===== src/hw/rtl/srgbmip_pkg.sv =====
// Package: shared types, defaults and sRGB table builders for the mip downsampler.
package srgbmip_pkg;

  localparam int unsigned TileMaxDefault    = 128;
  localparam int unsigned LinearBitsDefault = 16;

  typedef logic [31:0] tab_t [256];

  typedef enum logic [2:0] {
    K_DROP  = 3'd0,
    K_EVEN  = 3'd1,
    K_UPPER = 3'd2,
    K_LOWER = 3'd3,
    K_ONE   = 3'd4
  } kind_e;

  typedef struct packed {
    logic       load;
    logic       mul;
    logic       acc;
    kind_e      kind;
    logic       div_step;
    logic       enc_step;
    logic [2:0] enc_bit;
    logic       emit;
    logic       done;
  } cmd_t;

  typedef struct packed {
    logic out_busy;
  } sts_t;

  function automatic logic [63:0] udiv(input logic [63:0] a, input logic [63:0] b);
    logic [63:0] q;
    logic [63:0] r;
    q = '0;
    r = '0;
    for (int i = 63; i >= 0; i--) begin
      r = {r[62:0], a[i]};
      if (r >= b) begin
        r = r - b;
        q[i] = 1'b1;
      end
    end
    return q;
  endfunction

  function automatic logic [63:0] qmul(input logic [63:0] a, input logic [63:0] b);
    logic [63:0] p;
    p = a * b;
    return p >> 30;
  endfunction

  function automatic logic [63:0] pow5(input logic [63:0] r);
    logic [63:0] r2;
    logic [63:0] r4;
    r2 = qmul(r, r);
    r4 = qmul(r2, r2);
    return qmul(r4, r);
  endfunction

  function automatic logic [31:0] linear_of(input logic [63:0] num, input logic [63:0] den,
                                            input int unsigned lb);
    logic [63:0] l;
    logic [63:0] q;
    logic [63:0] t;
    logic [63:0] t2;
    logic [63:0] t4;
    logic [63:0] t8;
    logic [63:0] t12;
    logic [63:0] lo;
    logic [63:0] hi;
    logic [63:0] mid;
    logic [63:0] lim;
    lim = (64'd1 << lb) - 64'd1;
    if (num * 64'd100000 <= den * 64'd4045) begin
      l = udiv((num * 64'd100) << 30, den * 64'd1292);
    end else begin
      t   = udiv((num * 64'd1000 + den * 64'd55) << 30, den * 64'd1055);
      t2  = qmul(t, t);
      t4  = qmul(t2, t2);
      t8  = qmul(t4, t4);
      t12 = qmul(t8, t4);
      lo  = '0;
      hi  = 64'd1 << 30;
      while (lo < hi) begin
        mid = lo + ((hi - lo + 64'd1) >> 1);
        if (pow5(mid) <= t12) begin
          lo = mid;
        end else begin
          hi = mid - 64'd1;
        end
      end
      l = lo;
    end
    q = ((l << lb) + (64'd1 << 29)) >> 30;
    if (q > lim) begin
      q = lim;
    end
    return q[31:0];
  endfunction

  function automatic tab_t build_decode(input int unsigned lb);
    tab_t tb;
    for (int i = 0; i < 256; i++) begin
      tb[i] = linear_of(64'(i), 64'd255, lb);
    end
    return tb;
  endfunction

  function automatic tab_t build_encode(input int unsigned lb);
    tab_t tb;
    tb[0] = '0;
    for (int i = 1; i < 256; i++) begin
      tb[i] = linear_of(64'(2 * i - 1), 64'd510, lb);
    end
    return tb;
  endfunction

endpackage


===== src/hw/rtl/srgbmip_ctrl.sv =====
// Controller: tile counters, tile size register and sequencing state machine.
module srgbmip_ctrl #(
  parameter int unsigned TILE_MAX    = srgbmip_pkg::TileMaxDefault,
  parameter int unsigned LINEAR_BITS = srgbmip_pkg::LinearBitsDefault,
  localparam int unsigned HalfMax = TILE_MAX / 2,
  localparam int unsigned AddrW   = (HalfMax > 1) ? $clog2(HalfMax) : 1
) (
  input  logic                clk_i,
  input  logic                rst_ni,
  input  logic                in_valid_i,
  output logic                in_ready_o,
  input  logic                cfg_we_i,
  input  logic [7:0]          cfg_wdata_i,
  output srgbmip_pkg::cmd_t   cmd_o,
  output logic [AddrW-1:0]    rd_idx_o,
  input  srgbmip_pkg::sts_t   sts_i
);

  localparam int unsigned SW   = $clog2(TILE_MAX + 1);
  localparam int unsigned XW   = (SW > 8) ? SW : 8;
  localparam int unsigned DivN = LINEAR_BITS + 10;
  localparam int unsigned CntW = $clog2(DivN);

  typedef enum logic [5:0] {
    S_IDLE = 6'b000001,
    S_MUL  = 6'b000010,
    S_ACC  = 6'b000100,
    S_DIV  = 6'b001000,
    S_ENC  = 6'b010000,
    S_OUT  = 6'b100000
  } state_e;

  state_e             state_q, state_d;
  logic [7:0]         size_cfg_q;
  logic [SW-1:0]      col_q, col_d, row_q, row_d;
  srgbmip_pkg::kind_e kind_q, kind_d;
  logic               done_q, done_d;
  logic [AddrW-1:0]   idx_q, idx_d;
  logic [CntW-1:0]    cnt_q, cnt_d;

  logic [XW-1:0] cfg_x;
  logic [XW-1:0] size_x;
  logic [SW-1:0] size_s;
  logic [SW-1:0] full_s;
  logic [SW:0]   col_inc;
  logic [SW:0]   row_inc;
  logic          accept;

  assign cfg_x  = XW'(size_cfg_q);
  assign size_x = (cfg_x == '0) ? XW'(1) :
                  (cfg_x > XW'(TILE_MAX)) ? XW'(TILE_MAX) : cfg_x;
  assign size_s = SW'(size_x);
  assign full_s = {size_s[SW-1:1], 1'b0};
  assign col_inc = {1'b0, col_q} + (SW+1)'(1);
  assign row_inc = {1'b0, row_q} + (SW+1)'(1);

  assign in_ready_o = (state_q == S_IDLE);
  assign accept     = in_ready_o && in_valid_i;
  assign rd_idx_o   = idx_q;

  always_comb begin
    state_d = state_q;
    col_d   = col_q;
    row_d   = row_q;
    kind_d  = kind_q;
    done_d  = done_q;
    idx_d   = idx_q;
    cnt_d   = cnt_q;
    cmd_o   = '0;
    cmd_o.kind    = kind_q;
    cmd_o.done    = done_q;
    cmd_o.enc_bit = 3'(3'd7 - 3'(cnt_q));
    unique case (state_q)
      S_IDLE: begin
        if (accept) begin
          cmd_o.load = 1'b1;
          idx_d  = col_q[AddrW:1];
          done_d = 1'b0;
          if (size_s == SW'(1)) begin
            kind_d = srgbmip_pkg::K_ONE;
            done_d = 1'b1;
          end else if (col_q < full_s && row_q < full_s) begin
            if (!col_q[0]) begin
              kind_d = srgbmip_pkg::K_EVEN;
            end else if (!row_q[0]) begin
              kind_d = srgbmip_pkg::K_UPPER;
            end else begin
              kind_d = srgbmip_pkg::K_LOWER;
              done_d = (row_q == full_s - SW'(1)) && (col_q == full_s - SW'(1));
            end
          end else begin
            kind_d = srgbmip_pkg::K_DROP;
          end
          if (size_s == SW'(1)) begin
            col_d = '0;
            row_d = '0;
          end else if (col_inc >= {1'b0, size_s}) begin
            col_d = '0;
            row_d = (row_inc >= {1'b0, size_s}) ? '0 : row_inc[SW-1:0];
          end else begin
            col_d = col_inc[SW-1:0];
          end
          state_d = S_MUL;
        end
      end
      S_MUL: begin
        cmd_o.mul = 1'b1;
        state_d   = S_ACC;
      end
      S_ACC: begin
        cmd_o.acc = 1'b1;
        cnt_d     = '0;
        if (kind_q == srgbmip_pkg::K_LOWER || kind_q == srgbmip_pkg::K_ONE) begin
          state_d = S_DIV;
        end else begin
          state_d = S_IDLE;
        end
      end
      S_DIV: begin
        cmd_o.div_step = 1'b1;
        if (cnt_q == CntW'(DivN - 1)) begin
          cnt_d   = '0;
          state_d = S_ENC;
        end else begin
          cnt_d = cnt_q + CntW'(1);
        end
      end
      S_ENC: begin
        cmd_o.enc_step = 1'b1;
        if (cnt_q == CntW'(7)) begin
          cnt_d   = '0;
          state_d = S_OUT;
        end else begin
          cnt_d = cnt_q + CntW'(1);
        end
      end
      S_OUT: begin
        if (!sts_i.out_busy) begin
          cmd_o.emit = 1'b1;
          state_d    = S_IDLE;
        end
      end
      default: state_d = S_IDLE;
    endcase
    if (cfg_we_i) begin
      col_d = '0;
      row_d = '0;
    end
  end

  always_ff @(posedge clk_i or negedge rst_ni) begin
    if (!rst_ni) begin
      state_q    <= S_IDLE;
      size_cfg_q <= 8'd128;
      col_q      <= '0;
      row_q      <= '0;
      kind_q     <= srgbmip_pkg::K_DROP;
      done_q     <= 1'b0;
      idx_q      <= '0;
      cnt_q      <= '0;
    end else begin
      state_q <= state_d;
      col_q   <= col_d;
      row_q   <= row_d;
      kind_q  <= kind_d;
      done_q  <= done_d;
      idx_q   <= idx_d;
      cnt_q   <= cnt_d;
      if (cfg_we_i) begin
        size_cfg_q <= cfg_wdata_i;
      end
    end
  end

endmodule


===== config.mk =====
export PLATFORM = sky130hd
export DESIGN_NAME = srgbmip_ctrl
export DESIGN_NICKNAME = d
export VERILOG_FILES = /design/src/hw/rtl/srgbmip_pkg.sv /design/src/hw/rtl/srgbmip_ctrl.sv
export SDC_FILE = /design/constraint.sdc
export NUM_CORES = 1
export LEC_CHECK = 0
export ABC_AREA = 1
export BUFFER_PORTS_ARGS = -buffer_cell sky130_fd_sc_hd__buf_2
export CAP_MARGIN = 20
export CORE_ASPECT_RATIO = 0.6
export CORE_UTILIZATION = 40
export CTS_CLUSTER_SIZE = 8
export DETAILED_ROUTE_END_ITERATION = 7
export GPL_TIMING_DRIVEN = 0
export PLACE_DENSITY = 0.62
export SLEW_MARGIN = 20
export SYNTH_ARGS = -nofsm -noshare
export SYNTH_HDL_FRONTEND = slang
export SYNTH_SLANG_ARGS = --single-unit

===== constraint.sdc =====
create_clock -name clk_i -period 4.2 [get_ports clk_i]
set_input_delay 1.26 -clock clk_i [delete_from_list [all_inputs] [get_ports clk_i]]
set_output_delay 1.26 -clock clk_i [all_outputs]
set_load 0.02 [all_outputs]

Word-level counts from Yosys, hierarchy flattened
Index checks and enable logic that the tools add are counted.
- flip-flop bits (word level): 45
- logic and storage cells: 86
- output and inout bits: 20
- input bits: 13
- equality and inequality tests: 17
- reductions and logical operators: 13
- order comparisons: 5
- $add $sub $neg: 5
- muxes and demuxes: 38
- operators with widths (cell ; count):
    2-to-1 mux 8 bit ; 13
    case mux 6 bit (6 select lines) ; 1
    2-to-1 mux 6 bit ; 4
    adder 8 x 1 -> 9 bit, second input constant ; 2
    >= comparator 9 x 8 -> 1 bit ; 2
    == test 8 bit ; 2
    less-than comparator 8 bit ; 2
    case mux 5 bit (3 select lines) ; 1
    2-to-1 mux 1 bit ; 13
    2-to-1 mux 5 bit ; 2
    == test 8 x 1 -> 1 bit, second input constant ; 1
    greater-than comparator 8 bit, second input constant ; 1
    logical NOT 8 bit ; 1
    subtractor 8 x 1 -> 8 bit, second input constant ; 1
    == test 6 x 1 -> 1 bit, second input constant ; 1
    == test 6 x 2 -> 1 bit, second input constant ; 1
    == test 6 x 3 -> 1 bit, second input constant ; 1
    == test 6 x 4 -> 1 bit, second input constant ; 1
    == test 6 x 5 -> 1 bit, second input constant ; 1
    == test 6 bit, second input constant ; 1
    2-to-1 mux 3 bit ; 2
    != test 2 bit, second input constant ; 3
    nonzero test 3 bit ; 2
    adder 5 x 1 -> 5 bit, second input constant ; 1
    14 further kinds ; 18

Longest topological paths before layout
- depth in word-level cells: 10
- mapped depth: 16
- gate-level depth less buffers: 16

Worst setup path before layout
No wires, ideal clock.
- kind: input to output
- start point: input port sts_i
- end point: output port cmd_o[1] (netlist name)
- required time: 2.940 ns
- data arrival time: 1.553 ns
- path slack: 1.387 ns
- buffers on the path: 0
- cell stages on the path: 1
- path through: nor2_1
- word-level cells in the longest chain between the ends: 2
- ends and longest elaborated chain (item ; line ; RTL):
    from (decl) ; srgbmip_ctrl.sv:16 ; input srgbmip_pkg::sts_t sts_i
    2-to-1 mux 1 bit ; srgbmip_ctrl.sv:138 ; if (!sts_i.out_busy) begin
    2-to-1 mux 1 bit ; srgbmip_ctrl.sv:73 ; unique case (state_q)
    to (decl) ; srgbmip_ctrl.sv:14 ; output srgbmip_pkg::cmd_t cmd_o,
No other way between the ends.

==> summary.md <==
| Metric | Value |
|---|---|
| IO Port Bufs | `32` |
| Hold Crit Class | `flop to flop` |
| Minimum clock period | `3140 ps` |
| Final ANT Viol Nets | `0` |
| Antenna diode count | `0` |
| DR iter-0 viols | `226` |
| Synth Area in Adders | `12.7%` |
| Global route overflow | `0` |
| Register area share after synthesis | `32.7%` |
| Worst Setup Start Kind | `input port` |
| Number of global-route vias before repair | `2986` |
| Compound-Gate Fraction of Synth Area | `10.9%` |
| CTS root buf | `clkbuf_16` |
| H-Tree Depth | `2` |
| DRC | `0` |
| Slew of the pin with the lowest slew margin | `588 ps` |
| Most frequent cells in the layout | `nand2_1 (115), inv_1 (62), dfrtp_1 (43)` |
| Mapped Nets | `515` |
| Dpl ws | `1060 ps` |
| Clock slew at reported path FFs | `70 ps` |
| Post-synth EDFFs | `0` |
| Slew HR | `60.8%` |
| CTS resizes | `0` |
| Largest net degree at the start of global routing | `46` |
| DP Wirelength | `6.93 mm` |
| Layout cell share with drive strength beyond 1 | `17.0%` |
| Main combinational cell family by area after synthesis | `simple AND/OR/NAND/NOR gates` |
| Final WL | `8.82 mm` |
| Die Wd | `122 µm` |
| Crit path arrival time | `1880 ps` |
| Met2 Use GR | `30.8%` |
| Antenna violations before repair | `0` |
| Max VDD drop | `221 µV` |
| CTS tree | `yes` |
| Placement Cell Area | `0.00375 mm²` |
| Clock Latency Late Sink | `290 ps` |
| Area growth syn-to-layout | `14.1%` |
| Final setup viols | `0` |
| Synth Instances | `467` |
| Clk sinks | `45` |
| Total GRT Usage | `21.2%` |
| First-pass GRT wire length | `14.6 mm` |
| Post-synthesis mux area share | `0%` |
| CP Max Fanout | `6` |
| Layout Cells excl Fill | `615` |
| Post-synthesis simple-gate area fraction | `30.9%` |
| GRT met3 Usage | `3.68%` |
| Status | `finished clean` |
| Maxcap violations | `0` |
| Fin Clk Skew | `7.65 ps` |
| Synthesized area | `0.00345 mm²` |
| CTS Buf Count | `5` |
| Post-CTS Repair Setup Buffers | `0` |
| DR WL/cell | `14.3 µm` |
| Data required time of the critical path | `2940 ps` |
| Max Freq | `319 MHz` |
| Synth Area in XOR/XNOR | `3.30%` |
| Leakage | `0.00212 µW` |
| Nets | `554` |
| Vias per cell | `5.13` |
| RSZ-0062 raised after global routing | `no` |
| Most common cell after layout, fill and taps aside | `nand2_1` |
| Worst setup margin | `1060 ps` |
| Initial core utilization | `42.6%` |
| # rows | `25` |
| Sum Neg Setup Slack | `0 ps` |
| Busiest grt layer | `met1` |
| Warnings, synthesis | `0` |
| Met1 Track Usage GR | `32.2%` |
| Die height | `74.0 µm` |
| Drt first pass iters | `4` |
| DP Cell Count | `607` |
| Ratio of final minimum period to clock period | `74.7%` |
| Worst Setup Path Type | `input port to output port` |
| DIE AREA | `0.00902 mm²` |
| CTS max path bufs | `2` |
| CP endpoint kind | `output port` |
| I/O pin cnt | `33` |
| Core ar. | `0.00810 mm²` |
| Count of state elements after synthesis | `45` |
| Synthesized area per cell | `7.39 µm²` |
| Routability cong. | `0.884` |
| Pwr/cell area | `476 mW/mm²` |
| Library cells used by synthesis | `35` |
| Hold_buf cts | `0` |
| Pins over their slew limit | `0` |
| Vias | `3155` |
| Final hold vios | `0` |
| Final design utilization | `48.6%` |
| Final Cell Area | `0.00394 mm²` |
| Async S/R FF share, synth | `100%` |
| Top_reg_cell synth | `dfrtp_1` |
-- sequential cells by signal (all words and copies together), names as in the netlist --
signal and count:
done_q 1, cnt_q 5, col_q 8, cfg_x 8, row_q 8, kind_q 3
state_q 6, rd_idx_o 6
-- worst max-delay path: stages --
cell and delay, ps:
buf_2 110, nand2_2 180, clkinv_2 140, buf_2 180
-- per-layer routing --
| layer | wire length [µm] | vias to the layer above |
|---|---|---|
| met3 | 533 | 7 |
| met2 | 3510 | 75 |
| met5 | 0 | - |
| li1 | - | 1602 |
| met1 | 4700 | 1471 |
| met4 | 68 | 0 |
-- logic make-up (layout without fill, tap and decap cells) --
logic type	count (synthesis)	after routing
adder cells (fa/ha/maj)	35	35
AO/OA/AOI/OAI	62	62
XOR/XNOR	13	13
AND/OR/NAND/NOR	233	233
flip-flops	45	45
buffers and inverters	79	119
-- synthesized netlist by cell type, types with 2 or more instances --
master    instances  area (µm²)
o22ai_1          10        62.6
buf_6             3        33.8
nand2_2           4        25.0
dfstp_2           2        52.6
nor2_2            6        37.5
clkbuf_1          2        7.51
inv_2             7        26.3
o22ai_2           2        25.0
nand2_4           3        33.8
buf_2             2        10.0
ha_1             35         438
nor3_1            6        30.0
inv_1            62         233
nand3_2           6        60.1
o21ai_1           2        10.0
xor2_1           12         105
buf_4             2        15.0
dfrtp_1          43        1080
o21ai_0          22         110
a21oi_1          18        90.1
nand3_1          42         210
o21ai_2           3        26.3
nand2_1         115         432
nand4_1           7        43.8
o211ai_1          2        15.0
nor2_1           40         150
-- final cells by class --
cell class / count / area [µm²]
timing repair buffer: 32 / 163
tap: 108 / 135
clock inverter: 3 / 65.1
inverter: 70 / 264
sequential: 45 / 1130
multi-input combinational: 343 / 1990
clock buffer: 5 / 125
buffer: 9 / 66.3
fill: 794 / 4160
-- path summary, 6_finish.rpt --
check	from	end	slack [ps]	cells past startpoint
max in group asynchronous	rst_ni	row_q[3]$_DFFE_PN0P_	2820	1
worst max register to register	cfg_x[7]$_DFFE_PN1P_	row_q[6]$_DFFE_PN0P_	1640	15
worst max-delay path	in_valid_i	cmd_o[12]	1060	4
worst min-delay path	rd_idx_o[0]$_DFFE_PN0P_	rd_idx_o[0]$_DFFE_PN0P_	480	2
min in group asynchronous	rst_ni	rd_idx_o[5]$_DFFE_PN0P_	970	1
worst min register to register	rd_idx_o[0]$_DFFE_PN0P_	rd_idx_o[0]$_DFFE_PN0P_	480	2
-- metrics by stage --
step	power (µW)	hold slack, ps
3_5_place_dp	1370	470
4_1_cts	1880	486
2_1_floorplan	1150	464
5_1_grt	2010	495
6_report	1880	480
3_3_place_gp	1350	461
-- report_power, final --
part,switching [µW],internal [µW]
clock,169,340
sequential,89.6,515
combinational,491,273
No activity file was read; power rests on OpenSTA's default activity.
